==> config.mk <==
export PLATFORM = sky130hd
export DESIGN_NAME = tqe_ram
export DESIGN_NICKNAME = d
export VERILOG_FILES = /design/src/hw/rtl/tqe_ram.sv
export SDC_FILE = /design/constraint.sdc
export NUM_CORES = 1
export LEC_CHECK = 0
export ABC_AREA = 1
export BUFFER_PORTS_ARGS = -buffer_cell sky130_fd_sc_hd__buf_2
export CAP_MARGIN = 15
export CORE_MARGIN = 2
export CORE_UTILIZATION = 40
export CTS_BUF_LIST = sky130_fd_sc_hd__clkbuf_4 sky130_fd_sc_hd__clkbuf_8 sky130_fd_sc_hd__clkbuf_16
export CTS_CLUSTER_DIAMETER = 40
export DETAILED_ROUTE_END_ITERATION = 10
export SKIP_CTS_REPAIR_TIMING = 1
export SLEW_MARGIN = 10
export SYNTH_ARGS = -nofsm -noshare
export SYNTH_HDL_FRONTEND = slang
export SYNTH_SLANG_ARGS = --single-unit
==> constraint.sdc <==
create_clock -name i_clk -period 1.55 [get_ports i_clk]
set_input_delay 0.155 -clock i_clk [delete_from_list [all_inputs] [get_ports i_clk]]
set_output_delay 0.155 -clock i_clk [all_outputs]
set_load 0.1 [all_outputs]
==> src/hw/rtl/tqe_ram.sv <==
// Generic synchronous RAM: one write port, two registered read ports.
// No dependencies.
module tqe_ram #(
    parameter int WIDTH = 8,
    parameter int DEPTH = 16
) (
    input  logic                     i_clk,
    input  logic                     i_we,
    input  logic [$clog2(DEPTH)-1:0] i_waddr,
    input  logic [WIDTH-1:0]         i_wdata,
    input  logic [$clog2(DEPTH)-1:0] i_raddr0,
    input  logic [$clog2(DEPTH)-1:0] i_raddr1,
    output logic [WIDTH-1:0]         o_rdata0,
    output logic [WIDTH-1:0]         o_rdata1
);
    logic [WIDTH-1:0] r_mem [DEPTH];

    always_ff @(posedge i_clk) begin
        if (i_we) begin
            r_mem[i_waddr] <= i_wdata;
        end
        o_rdata0 <= r_mem[i_raddr0];
        o_rdata1 <= r_mem[i_raddr1];
    end
endmodule

==> results of run 1 <==
[cell families (layout without fill, tap and decap cells)]
family                 count (synthesis)  after routing  synth area share (%)
buffers and inverters                186            241                  11.7
AND/OR/NAND/NOR                      521            521                  30.9
flip-flops                           144            144                  57.4
[metal layers]
metal | part of all wire (%) | vias up | track usage (%)
met2 | 47 | 260 | 35.1
met1 | 43 | 2746 | 29.1
li1 | - | 2826 | -
met4 | 2.7 | 0 | 9.14
met5 | 0 | - | 0
met3 | 6.9 | 32 | 3.69
[cells in the final DEF, fill, tap and decap left out, drive strengths merged]
master	instances
nand2	277
nand3	225
nor2	17
nand3b	2
clkbuf	25
inv	138
clkinv	5
dfxtp	16
bufinv	2
buf	71
edfxtp	128
[registers in the layout (all words and copies together) (netlist names)]
signal    cells
o_rdata0      8
o_rdata1      8
r_mem       128
[power by group]
group,internal [mW],switching (mW)
clock,2.86,1.54
sequential,4.34,0.0355
combinational,0.287,0.951
[cells in the mapped netlist]
cell type	number	area share [%]
nor2_1	17	0.88
inv_2	4	0.21
nand3b_1	2	0.21
buf_6	14	2.2
buf_4	4	0.41
inv_1	134	6.9
clkbuf_1	3	0.16
edfxtp_1	128	53
nand2_1	277	14
buf_2	26	1.8
nand3_1	225	16
dfxtp_1	16	4.4
buf_1	1	0.052
[metrics by stage]
step / hold slack, ps / setup WS, ps / power, mW
after floorplan: 254 / 444 / 5.35
after global placement: 513 / 292 / 5.68
after detailed placement: 503 / 274 / 5.69
after CTS: 59.0 / 115 / 10.1
after global routing: 78.9 / 112 / 10.3
final: 62.3 / 137 / 10.0
[final cells by class]
cell class	instances	area [um2]	area share, %
clock buffer	25	569	6.80
inverter	138	518	6.19
tap	229	287	3.42
timing repair buffer	71	503	6.01
clock inverter	7	88.8	1.06
sequential	144	4160	49.7
multi-input combinational	521	2240	26.8
[path summary, 6_finish.rpt]
check                                       startpoint  slack (ps)             endpoint
worst max register to register   r_mem[5][2]$_DFFE_PP_         510  o_rdata0[2]$_DFF_P_
worst min register to register  r_mem[10][3]$_DFFE_PP_         680  o_rdata0[3]$_DFF_P_
worst min-delay path                       i_raddr1[3]          60  o_rdata1[7]$_DFF_P_
worst max-delay path               o_rdata1[1]$_DFF_P_         140          o_rdata1[1]
==> impl_metrics.json, run 1 <==
{
  "grt_pass1_vias": 5552,
  "rows": 49,
  "crit_family": "buffers and inverters",
  "grt_max_degree": 65,
  "grt_usage_pct": 21.7,
  "grt-ovfl-total": 0,
  "ir_worst_vdd_mv": 0.934,
  "cp.required_ps": 1390,
  "dieArea_um2": 19200,
  "drive_above_1_share_pct": 11.8,
  "crit_chain": "buf_2",
  "synth_cell_types": 13,
  "ys_seq_area_share_pct": 57.4,
  "port_buffers": 37,
  "leakage_nw": 3.82,
  "cp_data_arrival_time_ps": 1260,
  "dp_cells": 1103,
  "cts_buffer_depth": 2,
  "nFillCells": 1706,
  "critPathSlowestCell": "buf_2",
  "tightest_slew_ps": 505,
  "worst-path-stages": 1,
  "dpl.hpwl_um": 12400,
  "fin_util_pct": 46.8,
  "dr.pass1.iters": 5,
  "cts-root-buf": "clkbuf_16",
  "via_per_inst": 5.17,
  "finalSetupTns_ps": 0,
  "finalCritPeriodShare_pct": 91.1,
  "tritoncts": "built",
  "min_path_type": "input port to register",
  "ioPinCount": 38,
  "area_growth_pct": 15.4,
  "gp_congestion": 0.831,
  "syn_area_per_cell_um2": 8.53,
  "vias": 5864,
  "drt_wl_total_um": 20200,
  "yosys_warnings": 0,
  "placed_cell_area_um2": 7720,
  "power_density_nw_per_um2": 1200,
  "syn-num-nets": 873,
  "critPathBufInv": 1,
  "diodes": 0,
  "rsz0062_at_grt": "false",
  "fp.dieW_um": 139,
  "start_util_pct": 40.6,
  "endpoint_kind": "output port",
  "finalInstanceArea_um2": 8370,
  "drtAntennaViolNets": 0,
  "ys_ff_latch": 144,
  "synth_cells": 851,
  "cts_sinks": 144,
  "r2r_cells": 6,
  "worstSetupPathType": "register to output port",
  "drtIter0Drc": 690,
  "hold_path_depth": 3,
  "cts_max_level": 4,
  "antenna_found_initial": 0,
  "hold_viol_final": 0,
  "path_clk_slew_ps": 60,
  "grt_pass1_wl_um": 31600,
  "start_kind": "register",
  "insertion_delay_ps": 430,
  "syn_area_um2": 7260,
  "status": "finished clean",
  "final_cells": 1135,
  "setup_viol": 0,
  "drc": 0,
  "cts_made_buffers": 17,
  "maxCapViolations": 0,
  "min_period_ps": 1410,
  "slew-limit-headroom_pct": 66.6,
  "report.final.slew_viol_count": 0,
  "core_region_area_um2": 17900,
  "wl_per_cell_um": 17.8,
  "max_stage_delay_ps": 450,
  "die_h_um": 139,
  "num-nets-final": 915,
  "path_max_fanout": 1,
  "finClkSkew_ps": 5.77,
  "fmax_mhz": 708
}
(Power assumes the default switching activity.)
==> inputs of run 2 (changes only) <==
--- a/config.mk
+++ b/config.mk
@@ -8,11 +8,12 @@
 export ABC_AREA = 1
 export BUFFER_PORTS_ARGS = -buffer_cell sky130_fd_sc_hd__buf_2
 export CAP_MARGIN = 15
-export CORE_MARGIN = 2
+export CORE_MARGIN = 5
 export CORE_UTILIZATION = 40
 export CTS_BUF_LIST = sky130_fd_sc_hd__clkbuf_4 sky130_fd_sc_hd__clkbuf_8 sky130_fd_sc_hd__clkbuf_16
 export CTS_CLUSTER_DIAMETER = 40
 export DETAILED_ROUTE_END_ITERATION = 10
+export HOLD_SLACK_MARGIN = 0.06
 export SKIP_CTS_REPAIR_TIMING = 1
 export SLEW_MARGIN = 10
 export SYNTH_ARGS = -nofsm -noshare
==> constraint.sdc (replaced) <==
create_clock -name i_clk -period 1.55 [get_ports i_clk]
set_input_delay 0.155 -clock i_clk [delete_from_list [all_inputs] [get_ports i_clk]]
set_output_delay 0.155 -clock i_clk [all_outputs]
set_load 0.005 [all_outputs]
==> run 2 against run 1 <==
  * Maximum frequency grew 27%
  * Core utilization grew 0.15 points
  * Global-route usage shrank 0.62 points
==> impl_metrics.json, run 2 (synthesis results as in run 1) <==
{
  "status": "finished clean",
  "finalSetupTns_ps": 0,
  "tritoncts": "built",
  "drc": 0,
  "gp_congestion": 0.875,
  "grt_usage_pct": 21.1,
  "cts_made_buffers": 17,
  "tightest_slew_ps": 448,
  "cp_data_arrival_time_ps": 960,
  "leakage_nw": 3.82,
  "busiest_layer": "met2",
  "port_buffers": 37,
  "wl_per_cell_um": 18.5,
  "crit_family": "flip-flops",
  "cts_buffer_depth": 2,
  "maxCapViolations": 0,
  "hold_path_depth": 1,
  "fmax_mhz": 896,
  "hold_path_startpoint": "i_wdata[5]",
  "diodes": 0,
  "p_comb_share_pct": 9.5,
  "via_per_inst": 5.26,
  "worst_slack_ps": 435,
  "power.internal_mw": 7.27,
  "rows": 49,
  "vias": 5988,
  "core_region_area_um2": 17900,
  "mostFrequentLayoutCells": "nand2_1 (277), nand3_1 (225), inv_1 (134)",
  "slew-limit-headroom_pct": 70.1,
  "report.final.slew_viol_count": 0,
  "num-nets-final": 918,
  "largest_reg_flops": 128,
  "reg2reg_from": "r_mem[1][1]$_DFFE_PP_",
  "min_period_ps": 1120,
  "drt_wl_total_um": 21000,
  "use_met2_pct": 32.5,
  "critPathSlowestCell": "dfxtp_1",
  "regMostFlops": "r_mem",
  "max_stage_delay_ps": 400,
  "setup_viol": 0,
  "cts-root-buf": "clkbuf_16",
  "p_seq_share_pct": 45.6,
  "timing.rr.end": "o_rdata1[1]$_DFF_P_",
  "nFillCells": 1717,
  "r2r_cells": 6,
  "grt_max_degree": 65,
  "finClkSkew_ps": 7.85,
  "grt_pass1_wl_um": 32600,
  "insertion_delay_ps": 430,
  "ioPinCount": 38,
  "cts_sinks": 144,
  "dpl.hpwl_um": 13600,
  "dp_slack_ps": 291,
  "finalPower_mw": 9.59,
  "crit_chain": "buf_2",
  "p_clk_share_pct": 44.8,
  "dr.pass1.iters": 5,
  "area_growth_pct": 15.7,
  "grt_pass1_vias": 5639,
  "path_max_fanout": 1,
  "drtIter0Drc": 639,
  "final_cells": 1138,
  "met3_usage_pct": 4.77,
  "antenna_found_initial": 0,
  "grt-ovfl-total": 0,
  "ir_worst_vdd_mv": 0.807,
  "power_switching_mw": 2.32,
  "min_path_type": "input port to register",
  "holdPathEnd": "r_mem[14][5]$_DFFE_PP_",
  "ff2ff_setup_slack_ps": 490,
  "cts_max_level": 4,
  "layout_commonest_cell": "nand2_1",
  "start_kind": "register",
  "drtAntennaViolNets": 0,
  "hold_viol_final": 0,
  "rsz0062_at_grt": "false",
  "power_density_nw_per_um2": 1140,
  "fp.dieW_um": 145,
  "fin_util_pct": 46.9,
  "dieArea_um2": 20900,
  "grt.met1_usage_pct": 29.2,
  "crit_start": "o_rdata1[3]$_DFF_P_",
  "cp.required_ps": 1390,
  "switching_share_pct": 24.2,
  "path_clk_slew_ps": 60,
  "finalCritPeriodShare_pct": 72.0,
  "worstSetupPathType": "register to output port",
  "endpoint_kind": "output port",
  "largest_registers": "r_mem (128), o_rdata0 (8), o_rdata1 (8)",
  "critPathBufInv": 1,
  "dp_cells": 1106,
  "die_h_um": 145,
  "drive_above_1_share_pct": 12.1,
  "start_util_pct": 40.6
}
## run 2: cell types whose count changed in the layout (fill, tap and decap cells not counted), sizes merged
cell and delta:
inv +4, clkbuf -6, bufinv +1, clkinvlp +2, buf +3, clkinv -1
## run 2: worst max-delay path by stage
| stage | end | slack (ps) | cells past startpoint |
|---|---|---|---|
| 2_1_floorplan | r_mem[10][0]$_DFFE_PP_ | 440 | 2 |
| 3_3_place_gp | o_rdata0[0]$_DFF_P_ | 300 | 8 |
| 3_5_place_dp | o_rdata0[7]$_DFF_P_ | 290 | 8 |
| 4_1_cts | o_rdata1[3] | 430 | 1 |
| 5_1_grt | o_rdata1[1]$_DFF_P_ | 400 | 6 |
| 6_report | o_rdata1[3] | 430 | 1 |
## run 2: through the flow
| stage | hold slack [ps] | area [um2] |
|---|---|---|
| 2_1_floorplan | 254 | 7260 |
| 3_3_place_gp | 534 | 7780 |
| 3_5_place_dp | 531 | 7780 |
| 4_1_cts | 119 | 8400 |
| 5_1_grt | 125 | 8400 |
| 6_report | 130 | 8400 |
## run 2: final cells by class
class,instances,area [um2],share of cell area (%)
multi-input combinational,521,2240,26.7
timing repair buffer,74,563,6.70
sequential,144,4160,49.6
clock buffer,19,447,5.32
tap,229,287,3.41
clock inverter,13,178,2.11
inverter,138,518,6.17
## run 2: power groups by stage
stage | clock network (mW) | registers [mW] | logic (mW)
floorplan | 0 | 4.45 | 0.547
finish | 4.30 | 4.38 | 0.912
detailed placement | 0 | 4.46 | 0.905
global route | 4.54 | 4.38 | 1.01
global placement | 0 | 4.46 | 0.902
CTS | 4.35 | 4.38 | 0.909
## run 2: routing by layer
metal | share of wire [%] | wire [um]
met1 | 42 | 8860
met2 | 47 | 9870
met3 | 8.7 | 1820
met4 | 2.1 | 445
met5 | 0 | 0
