### config.mk
export PLATFORM = sky130hd
export DESIGN_NAME = tqe_seq
export DESIGN_NICKNAME = d
export VERILOG_FILES = /design/src/hw/rtl/tqe_pkg.sv /design/src/hw/rtl/tqe_seq.sv
export SDC_FILE = /design/constraint.sdc
export NUM_CORES = 1
export LEC_CHECK = 0
export BUFFER_PORTS_ARGS = -buffer_cell sky130_fd_sc_hd__buf_2
export CAP_MARGIN = 5
export CELL_PAD_IN_SITES_DETAIL_PLACEMENT = 1
export CELL_PAD_IN_SITES_GLOBAL_PLACEMENT = 1
export CORE_ASPECT_RATIO = 1.25
export CORE_MARGIN = 4
export CORE_UTILIZATION = 43
export CTS_BUF_LIST = sky130_fd_sc_hd__clkbuf_4 sky130_fd_sc_hd__clkbuf_8 sky130_fd_sc_hd__clkbuf_16
export DETAILED_ROUTE_END_ITERATION = 7
export PLACE_DENSITY = 0.83
export SLEW_MARGIN = 40
export SYNTH_ARGS = -nofsm -noshare
export SYNTH_HDL_FRONTEND = slang
export SYNTH_SLANG_ARGS = --single-unit
### constraint.sdc
create_clock -name i_clk -period 13 [get_ports i_clk]
set_clock_uncertainty 0.1 [all_clocks]
set_input_delay 2.6 -clock i_clk [delete_from_list [all_inputs] [get_ports i_clk]]
set_output_delay 2.6 -clock i_clk [all_outputs]
set_load 0.02 [all_outputs]
### src/hw/rtl/tqe_pkg.sv
// Package for the tree ancestor query engine.
// Holds sizes, item codes, state encoding and memory port structs.
// No dependencies.
package tqe_pkg;

    localparam int MAX_NODES  = 1024;
    localparam int LOG_LEVELS = 10;
    localparam int NODE_W     = $clog2(MAX_NODES);
    localparam int CNT_W      = NODE_W + 1;
    localparam int LV_W       = (LOG_LEVELS > 1) ? $clog2(LOG_LEVELS) : 1;
    localparam int ANC_AW     = LV_W + NODE_W;
    localparam int ANC_DEPTH  = LOG_LEVELS * MAX_NODES;
    localparam int DEPTH_W    = 10;
    localparam int DIST_W     = 32;
    localparam int STEP_W     = 11;
    localparam int ANS_W      = 32;
    localparam int FUNC_W     = 2;
    localparam int SIGNED_W   = 18;

    typedef enum logic [FUNC_W-1:0] {
        F_LOAD  = 2'd0,
        F_BUILD = 2'd1,
        F_DIST  = 2'd2,
        F_KTH   = 2'd3
    } t_func;

    typedef enum logic [4:0] {
        S_IDLE,
        S_B0_RD,
        S_B0_WR,
        S_B_RD1,
        S_B_RD2,
        S_B_WR,
        S_Q_RD,
        S_Q_CAP,
        S_Q_LIFT,
        S_Q_LIFT_X,
        S_Q_LIFT_D,
        S_Q_CMP,
        S_Q_JMP,
        S_Q_JMP_W,
        S_Q_PAR,
        S_Q_CREC,
        S_Q_CLB,
        S_Q_CLB_W
    } t_state;

    typedef struct packed {
        logic [NODE_W-1:0]  parent;
        logic [DEPTH_W-1:0] depth;
        logic [DIST_W-1:0]  cost;
    } t_node;

    localparam int NODE_REC_W = $bits(t_node);

    typedef struct packed {
        logic              node_we;
        logic [NODE_W-1:0] node_waddr;
        t_node             node_wdata;
        logic [NODE_W-1:0] node_ra0;
        logic [NODE_W-1:0] node_ra1;
        logic              anc_we;
        logic [ANC_AW-1:0] anc_waddr;
        logic [NODE_W-1:0] anc_wdata;
        logic [ANC_AW-1:0] anc_ra0;
        logic [ANC_AW-1:0] anc_ra1;
    } t_mem_req;

    typedef struct packed {
        t_node             node_rd0;
        t_node             node_rd1;
        logic [NODE_W-1:0] anc_rd0;
        logic [NODE_W-1:0] anc_rd1;
    } t_mem_rsp;

endpackage

### src/hw/rtl/tqe_seq.sv
// Sequencer of the tree ancestor query engine: drives the node and ancestor memories.
// Depends on tqe_pkg.
module tqe_seq (
    input  logic                       i_clk,
    input  logic                       i_rst_n,
    input  logic                       i_start,
    input  tqe_pkg::t_func             i_func,
    input  logic [tqe_pkg::NODE_W-1:0] i_node_a,
    input  logic [tqe_pkg::NODE_W-1:0] i_node_b,
    input  logic [tqe_pkg::DEPTH_W-1:0] i_depth_value,
    input  logic [tqe_pkg::DIST_W-1:0] i_cost_value,
    input  logic [tqe_pkg::STEP_W-1:0] i_step_k,
    input  logic [tqe_pkg::CNT_W-1:0]  i_build_n,
    input  tqe_pkg::t_mem_rsp          i_rsp,
    output tqe_pkg::t_mem_req          o_req,
    output logic                       o_busy,
    output logic                       o_valid,
    output logic [tqe_pkg::ANS_W-1:0]  o_answer
);
    import tqe_pkg::*;

    localparam logic [LV_W-1:0] LV_TOP = LV_W'(LOG_LEVELS - 1);

    t_state              r_state, n_state;
    t_func               r_func, n_func;
    logic [NODE_W-1:0]   r_a0, n_a0, r_b0, n_b0, r_x, n_x, r_y, n_y;
    logic [DEPTH_W-1:0]  r_dx, n_dx, r_dy, n_dy, r_da0, n_da0, r_db0, n_db0;
    logic [DIST_W-1:0]   r_ra, n_ra, r_rb, n_rb;
    logic [STEP_W-1:0]   r_k, n_k;
    logic signed [SIGNED_W-1:0] r_steps, n_steps;
    logic [LV_W-1:0]     r_lv, n_lv;
    logic [CNT_W-1:0]    r_idx, n_idx;
    logic                r_valid, n_valid;
    logic [ANS_W-1:0]    r_answer, n_answer;

    logic [SIGNED_W-1:0]        pow_lv;
    logic signed [SIGNED_W-1:0] s_val, up_a, up_b;
    logic signed [DIST_W+2:0]   dist_sum;
    logic [CNT_W-1:0]           idx_inc;

    always_ff @(posedge i_clk) begin
        if (!i_rst_n) begin
            r_state <= S_IDLE;
            r_valid <= 1'b0;
        end else begin
            r_state <= n_state;
            r_valid <= n_valid;
        end
        r_func   <= n_func;
        r_a0     <= n_a0;
        r_b0     <= n_b0;
        r_x      <= n_x;
        r_y      <= n_y;
        r_dx     <= n_dx;
        r_dy     <= n_dy;
        r_da0    <= n_da0;
        r_db0    <= n_db0;
        r_ra     <= n_ra;
        r_rb     <= n_rb;
        r_k      <= n_k;
        r_steps  <= n_steps;
        r_lv     <= n_lv;
        r_idx    <= n_idx;
        r_answer <= n_answer;
    end

    always_comb begin
        pow_lv   = SIGNED_W'(1) << r_lv;
        idx_inc  = r_idx + CNT_W'(1);
        s_val    = $signed(SIGNED_W'(r_k)) - SIGNED_W'(1);
        up_a     = $signed(SIGNED_W'(r_da0)) - $signed(SIGNED_W'(i_rsp.node_rd0.depth));
        up_b     = $signed(SIGNED_W'(r_db0)) - $signed(SIGNED_W'(i_rsp.node_rd0.depth));
        dist_sum = $signed((DIST_W+3)'(r_ra)) + $signed((DIST_W+3)'(r_rb))
                 - $signed((DIST_W+3)'({i_rsp.node_rd0.cost, 1'b0}));

        n_state  = r_state;
        n_func   = r_func;
        n_a0     = r_a0;
        n_b0     = r_b0;
        n_x      = r_x;
        n_y      = r_y;
        n_dx     = r_dx;
        n_dy     = r_dy;
        n_da0    = r_da0;
        n_db0    = r_db0;
        n_ra     = r_ra;
        n_rb     = r_rb;
        n_k      = r_k;
        n_steps  = r_steps;
        n_lv     = r_lv;
        n_idx    = r_idx;
        n_valid  = 1'b0;
        n_answer = r_answer;

        o_req            = '0;
        o_req.node_waddr = i_node_a;
        o_req.node_wdata = '{parent: i_node_b, depth: i_depth_value, cost: i_cost_value};
        o_req.node_ra0   = r_x;
        o_req.node_ra1   = r_y;
        o_req.anc_ra0    = {r_lv, r_x};
        o_req.anc_ra1    = {r_lv, r_y};
        o_req.anc_waddr  = {r_lv, r_idx[NODE_W-1:0]};
        o_req.anc_wdata  = i_rsp.anc_rd0;

        unique case (r_state)
            S_IDLE: begin
                o_req.node_ra0 = i_node_a;
                o_req.node_ra1 = i_node_b;
                if (i_start) begin
                    n_func = i_func;
                    n_a0   = i_node_a;
                    n_b0   = i_node_b;
                    n_k    = i_step_k;
                    n_idx  = '0;
                    n_lv   = '0;
                    unique case (i_func)
                        F_LOAD: begin
                            o_req.node_we = 1'b1;
                            n_valid       = 1'b1;
                            n_answer      = '0;
                        end
                        F_BUILD: begin
                            if (i_build_n == '0) begin
                                n_valid  = 1'b1;
                                n_answer = '0;
                            end else begin
                                n_state = S_B0_RD;
                            end
                        end
                        default: begin
                            // Both node records are read in this cycle.
                            n_state = S_Q_CAP;
                        end
                    endcase
                end
            end
            S_B0_RD: begin
                o_req.node_ra0 = r_idx[NODE_W-1:0];
                n_state        = S_B0_WR;
            end
            S_B0_WR: begin
                o_req.anc_we    = 1'b1;
                o_req.anc_waddr = {LV_W'(0), r_idx[NODE_W-1:0]};
                o_req.anc_wdata = i_rsp.node_rd0.parent;
                if (idx_inc == i_build_n) begin
                    n_idx = '0;
                    if (LOG_LEVELS == 1) begin
                        n_state  = S_IDLE;
                        n_valid  = 1'b1;
                        n_answer = '0;
                    end else begin
                        n_lv    = LV_W'(1);
                        n_state = S_B_RD1;
                    end
                end else begin
                    n_idx   = idx_inc;
                    n_state = S_B0_RD;
                end
            end
            S_B_RD1: begin
                o_req.anc_ra0 = {r_lv - LV_W'(1), r_idx[NODE_W-1:0]};
                n_state       = S_B_RD2;
            end
            S_B_RD2: begin
                o_req.anc_ra0 = {r_lv - LV_W'(1), i_rsp.anc_rd0};
                n_state       = S_B_WR;
            end
            S_B_WR: begin
                o_req.anc_we = 1'b1;
                if (idx_inc == i_build_n) begin
                    n_idx = '0;
                    if (r_lv == LV_TOP) begin
                        n_state  = S_IDLE;
                        n_valid  = 1'b1;
                        n_answer = '0;
                    end else begin
                        n_lv    = r_lv + LV_W'(1);
                        n_state = S_B_RD1;
                    end
                end else begin
                    n_idx   = idx_inc;
                    n_state = S_B_RD1;
                end
            end
            S_Q_CAP: begin
                n_da0 = i_rsp.node_rd0.depth;
                n_db0 = i_rsp.node_rd1.depth;
                n_ra  = i_rsp.node_rd0.cost;
                n_rb  = i_rsp.node_rd1.cost;
                if (i_rsp.node_rd0.depth < i_rsp.node_rd1.depth) begin
                    n_x  = r_b0;
                    n_dx = i_rsp.node_rd1.depth;
                    n_y  = r_a0;
                    n_dy = i_rsp.node_rd0.depth;
                end else begin
                    n_x  = r_a0;
                    n_dx = i_rsp.node_rd0.depth;
                    n_y  = r_b0;
                    n_dy = i_rsp.node_rd1.depth;
                end
                n_lv    = LV_TOP;
                n_state = S_Q_LIFT;
            end
            S_Q_LIFT: begin
                if (SIGNED_W'(r_dx) >= SIGNED_W'(r_dy) + pow_lv) begin
                    n_state = S_Q_LIFT_X;
                end else if (r_lv == '0) begin
                    n_state = S_Q_CMP;
                end else begin
                    n_lv = r_lv - LV_W'(1);
                end
            end
            S_Q_LIFT_X: begin
                n_x            = i_rsp.anc_rd0;
                o_req.node_ra0 = i_rsp.anc_rd0;
                n_state        = S_Q_LIFT_D;
            end
            S_Q_LIFT_D: begin
                n_dx = i_rsp.node_rd0.depth;
                if (r_lv == '0) begin
                    n_state = S_Q_CMP;
                end else begin
                    n_lv    = r_lv - LV_W'(1);
                    n_state = S_Q_LIFT;
                end
            end
            S_Q_CMP: begin
                if (r_x == r_y) begin
                    n_state = S_Q_CREC;
                end else begin
                    n_lv    = LV_TOP;
                    n_state = S_Q_JMP;
                end
            end
            S_Q_JMP: begin
                n_state = S_Q_JMP_W;
            end
            S_Q_JMP_W: begin
                if (i_rsp.anc_rd0 != i_rsp.anc_rd1) begin
                    n_x            = i_rsp.anc_rd0;
                    n_y            = i_rsp.anc_rd1;
                    o_req.node_ra0 = i_rsp.anc_rd0;
                end
                if (r_lv == '0) begin
                    n_state = S_Q_PAR;
                end else begin
                    n_lv    = r_lv - LV_W'(1);
                    n_state = S_Q_JMP;
                end
            end
            S_Q_PAR: begin
                o_req.node_ra0 = i_rsp.node_rd0.parent;
                n_state        = S_Q_CREC;
            end
            S_Q_CREC: begin
                // The record of the common ancestor is on read port zero.
                if (r_func == F_DIST) begin
                    n_valid = 1'b1;
                    n_state = S_IDLE;
                    if (dist_sum < 0) begin
                        n_answer = '0;
                    end else if (dist_sum[DIST_W+1:DIST_W] != 2'b00) begin
                        n_answer = '1;
                    end else begin
                        n_answer = dist_sum[ANS_W-1:0];
                    end
                end else begin
                    if (s_val > up_a) begin
                        n_steps = up_b - (s_val - up_a);
                        n_x     = r_b0;
                    end else begin
                        n_steps = s_val;
                        n_x     = r_a0;
                    end
                    n_lv    = LV_TOP;
                    n_state = S_Q_CLB;
                end
            end
            S_Q_CLB: begin
                if (r_steps >= $signed(pow_lv)) begin
                    n_state = S_Q_CLB_W;
                end else if (r_lv == '0) begin
                    n_valid  = 1'b1;
                    n_answer = ANS_W'(r_x);
                    n_state  = S_IDLE;
                end else begin
                    n_lv = r_lv - LV_W'(1);
                end
            end
            S_Q_CLB_W: begin
                n_x     = i_rsp.anc_rd0;
                n_steps = r_steps - $signed(pow_lv);
                if (r_lv == '0) begin
                    n_valid  = 1'b1;
                    n_answer = ANS_W'(i_rsp.anc_rd0);
                    n_state  = S_IDLE;
                end else begin
                    n_lv    = r_lv - LV_W'(1);
                    n_state = S_Q_CLB;
                end
            end
            default: begin
                n_state = S_IDLE;
            end
        endcase

        if (r_state == S_Q_CMP || r_state == S_Q_PAR) begin
            o_req.node_ra0 = (r_state == S_Q_CMP) ? r_x : i_rsp.node_rd0.parent;
        end
    end

    assign o_busy   = (r_state != S_IDLE);
    assign o_valid  = r_valid;
    assign o_answer = r_answer;
endmodule

==> metrics.log <==
[metrics] Worst Hold Class: reg2reg
[metrics] combined area of all synthesized cells: 0.0182 mm²
[metrics] cell count of the worst reg-to-reg path: 20
[metrics] filler cell count in the final layout: 4731
[metrics] number of max-slew violations in the final report: 0
[metrics] most common library cell in the layout ignoring fill and taps: sky130_fd_sc_hd__buf_2
[metrics] Total Routing Usage GR: 26.1%
[metrics] Die H: 238 µm
[metrics] number of flops mapped to enable cells by yosys: 222
[metrics] max_cap viols: 0
[metrics] horizontal extent of the die: 192 µm
[metrics] row cnt: 83
[metrics] largest buffer count on any clock path: 3
[metrics] Hold Path Cell Cnt: 2
[metrics] Critical Path Source Type: primary input
[metrics] number of distinct library cells after synthesis: 84
[metrics] Post-Layout Inst Area: 0.0206 mm²
[metrics] Port Buffers: 288
[metrics] depth of the CTS H-tree: 1
[metrics] # IOs: 383
[metrics] floorplan core area: 0.0414 mm²
[metrics] last weighted congestion value of the routability-driven placer: 0.927
[metrics] setup slack of the most critical reg-to-reg path: 7.42 ns
[metrics] areal power density over the cells: 186 mW/mm²
[metrics] worst reg2reg path startpoint: r_lv[0]
[metrics] Post-synth ARST share: 0%
[metrics] slew at the pin with the worst max-slew slack: 0.819 ns
[metrics] final hold vios: 0
[metrics] DRC viols: 0
[metrics] relative slew slack: 45.3%
[metrics] setup fix buffers added after clock tree synthesis: 0
[metrics] growth of design area from synthesis to finish: 13.6%
[metrics] critical-path maximum fanout: 10
[metrics] mean routed wirelength per cell: 23.1 µm
[metrics] number of clock buffers inserted by TritonCTS: 27
[metrics] startpoint of the worst hold path: r_idx[10]
[metrics] final total negative setup slack: 0 ns
[metrics] instance count after placement with tap cells included: 2593
[metrics] number of DRC violations after detailed-routing iteration 0: 800
[metrics] warnings from Yosys: 0
[metrics] minimum clock period: 7.89 ns
[metrics] total die area: 0.0456 mm²
[metrics] Crit Path Class: in2out
[metrics] non-filler cells, final: 2652
[metrics] CP required: 10.30 ns
[metrics] clock sinks: 228
[metrics] routed via count: 15.2k
[metrics] Hold Buf Count CTS: 0
[metrics] most frequent cells in the layout: sky130_fd_sc_hd__buf_2, sky130_fd_sc_hd__inv_1, sky130_fd_sc_hd__edfxtp_1
[metrics] Pre-Repair DR Iteration Count: 7
[metrics] hold endpoint: r_idx[10]
[metrics] Seq/Total Area, Yosys: 37.4%
[metrics] final-report setup violation count: 0
[metrics] largest net degree at the start of global routing: 54
[metrics] signal arrival time at the worst endpoint: 5.19 ns
[metrics] Worst R2R End: r_lv[2]
[metrics] Post-DP Area: 0.0196 mm²
[metrics] setup repair after global routing missed its margin: false
[metrics] Syn Area/Cell: 9.67 µm²
[metrics] Peak VDD IR: 0.000124 V
[metrics] worst slack after detailed placement: 5.18 ns
[metrics] global-route wire length before repair: 93600 µm
[metrics] flip-flop cell with the highest count after synthesis: sky130_fd_sc_hd__edfxtp_1
[metrics] detailed-route vias per instance: 5.74
[metrics] FF+latch count, synth: 228
[metrics] clock-pin slew of the registers on the worst-case setup and hold paths: 0.06 ns
[metrics] Leak Pwr: 9.00 nW
[metrics] vias in the first global route: 16.8k
[metrics] Final HPWL DP: 47700 µm
[metrics] antenna viol nets, final: 0
[metrics] Layout Nets: 2465
[metrics] Initial Util: 43.8%
[metrics] CTS tree: built
[metrics] post-route setup slack: 5.11 ns
[metrics] gate count after technology mapping: 1877
[metrics] post-detailed-routing wire length: 61200 µm
[metrics] root buffer selected by CTS: sky130_fd_sc_hd__clkbuf_16
[metrics] clk_lat worst skew: 0.56 ns
[metrics] total of cells resized after clock tree synthesis: 0
[metrics] share of cells above drive strength 1: 20.8%
[metrics] critical path endpoint category: output port
[metrics] Final Cycle Share: 60.7%
[metrics] highest achievable clock rate: 0.127 GHz
[metrics] result of the run: finished clean
[metrics] net count after synthesis: 2271
[metrics] total congestion overflow: 0
[metrics] antenna violations before repair: 12
synthesized netlist by cell type (6+ instances only):
cell / n / area (µm²)
sky130_fd_sc_hd__a21o_1: 28 / 210
sky130_fd_sc_hd__nand2b_1: 23 / 144
sky130_fd_sc_hd__buf_1: 7 / 26.3
sky130_fd_sc_hd__a21boi_0: 8 / 60.1
sky130_fd_sc_hd__ha_1: 134 / 1680
sky130_fd_sc_hd__a31oi_1: 11 / 68.8
sky130_fd_sc_hd__nand2_1: 136 / 510
sky130_fd_sc_hd__a2111oi_0: 6 / 52.6
sky130_fd_sc_hd__nand3_1: 34 / 170
sky130_fd_sc_hd__or3_1: 11 / 68.8
sky130_fd_sc_hd__dfxtp_1: 6 / 120
sky130_fd_sc_hd__a22oi_1: 24 / 180
sky130_fd_sc_hd__mux2_2: 27 / 304
sky130_fd_sc_hd__nor2_1: 117 / 439
sky130_fd_sc_hd__nor3_1: 36 / 180
sky130_fd_sc_hd__a211o_1: 6 / 52.6
sky130_fd_sc_hd__or2_2: 7 / 43.8
sky130_fd_sc_hd__buf_4: 74 / 556
sky130_fd_sc_hd__a211oi_1: 10 / 75.1
sky130_fd_sc_hd__inv_1: 225 / 845
sky130_fd_sc_hd__nand4_1: 16 / 100
sky130_fd_sc_hd__xnor2_1: 58 / 508
sky130_fd_sc_hd__mux2i_1: 52 / 521
sky130_fd_sc_hd__fa_1: 47 / 941
sky130_fd_sc_hd__o21bai_1: 14 / 105
sky130_fd_sc_hd__nor2b_1: 20 / 125
sky130_fd_sc_hd__nor4_1: 14 / 87.6
sky130_fd_sc_hd__xor2_1: 62 / 543
sky130_fd_sc_hd__o21ai_2: 10 / 87.6
sky130_fd_sc_hd__a21oi_1: 129 / 646
sky130_fd_sc_hd__o21ai_0: 100 / 500
sky130_fd_sc_hd__clkbuf_1: 51 / 191
sky130_fd_sc_hd__o211ai_1: 17 / 128
sky130_fd_sc_hd__and2_1: 7 / 43.8
sky130_fd_sc_hd__and3_1: 9 / 56.3
sky130_fd_sc_hd__edfxtp_1: 222 / 6670
sky130_fd_sc_hd__o221ai_1: 11 / 96.3
sky130_fd_sc_hd__buf_2: 6 / 30.0
sky130_fd_sc_hd__o21a_1: 13 / 97.6
worst max path at each step:
stage	from	end	slack, ns	cells after the start
2_1_floorplan	r_state[0]	r_x[0]	3.88	6
3_3_place_gp	i_rsp[18]	o_req[67]	5.24	8
3_5_place_dp	i_rsp[18]	o_req[70]	5.18	8
4_1_cts	i_rsp[18]	o_req[70]	5.17	8
5_1_grt	i_rsp[18]	o_req[69]	4.99	8
6_report	i_rsp[18]	o_req[67]	5.11	8
flip-flops by register name (all words and copies together), names as in the netlist, 11 cells and up:
name,cells
o_answer,32
r_ra,32
r_steps,18
r_idx,11
r_k,11
r_rb,32
critical path, stage by stage:
cell	delay [ns]
sky130_fd_sc_hd__buf_2	0.16
sky130_fd_sc_hd__xor2_1	0.22
sky130_fd_sc_hd__nor4_1	0.45
sky130_fd_sc_hd__nand4_1	0.62
sky130_fd_sc_hd__and2_1	0.48
sky130_fd_sc_hd__a222oi_1	0.39
sky130_fd_sc_hd__nand2_1	0.08
sky130_fd_sc_hd__buf_2	0.17
kinds of logic after synthesis:
logic type,Yosys count,share of synthesized area [%]
adders and majority gates,181,14.4
buffers and inverters,368,9.35
muxes,79,4.54
xor gates and xnor gates,121,5.91
AOI/OAI and AO/OA,443,16.2
DFF,228,37.4
and+or+nand+nor,457,12.2
final cells by class:
| type | instances | area (µm²) | share of cell area, % |
|---|---|---|---|
| clock inverter | 16 | 196 | 0.953 |
| inverter | 225 | 845 | 4.10 |
| antenna | 9 | 22.5 | 0.109 |
| clock buffer | 33 | 739 | 3.59 |
| multi-input combinational | 1281 | 9740 | 47.2 |
| sequential | 228 | 6790 | 32.9 |
| tap | 552 | 691 | 3.35 |
| timing repair buffer | 308 | 1600 | 7.74 |
metal layers:
layer | vias to the layer above | part of all wire [%] | track usage (%)
li1 | 6991 | - | -
met1 | 7557 | 36 | 28.5
met5 | - | 0.11 | 0
met4 | 10 | 5.0 | 12.1
met3 | 165 | 6.8 | 5.79
met2 | 500 | 53 | 47.7
power by group:
group	switching [mW]	total [mW]	internal, mW
combinational	1.18	1.88	0.695
sequential	0.142	1.15	1.00
clock	0.327	0.811	0.484
through the flow:
| stage | power, mW | util [%] | hold slack (ns) |
|---|---|---|---|
| floorplan | 2.43 | - | 0.512 |
| global placement | 2.92 | 47.3 | 0.532 |
| detailed placement | 3.01 | 47.4 | 0.569 |
| CTS | 3.84 | 49.6 | 0.584 |
| global route | 4.07 | 49.7 | 0.621 |
| finish | 3.84 | 49.8 | 0.584 |
Power figures use the tool's default switching activity.
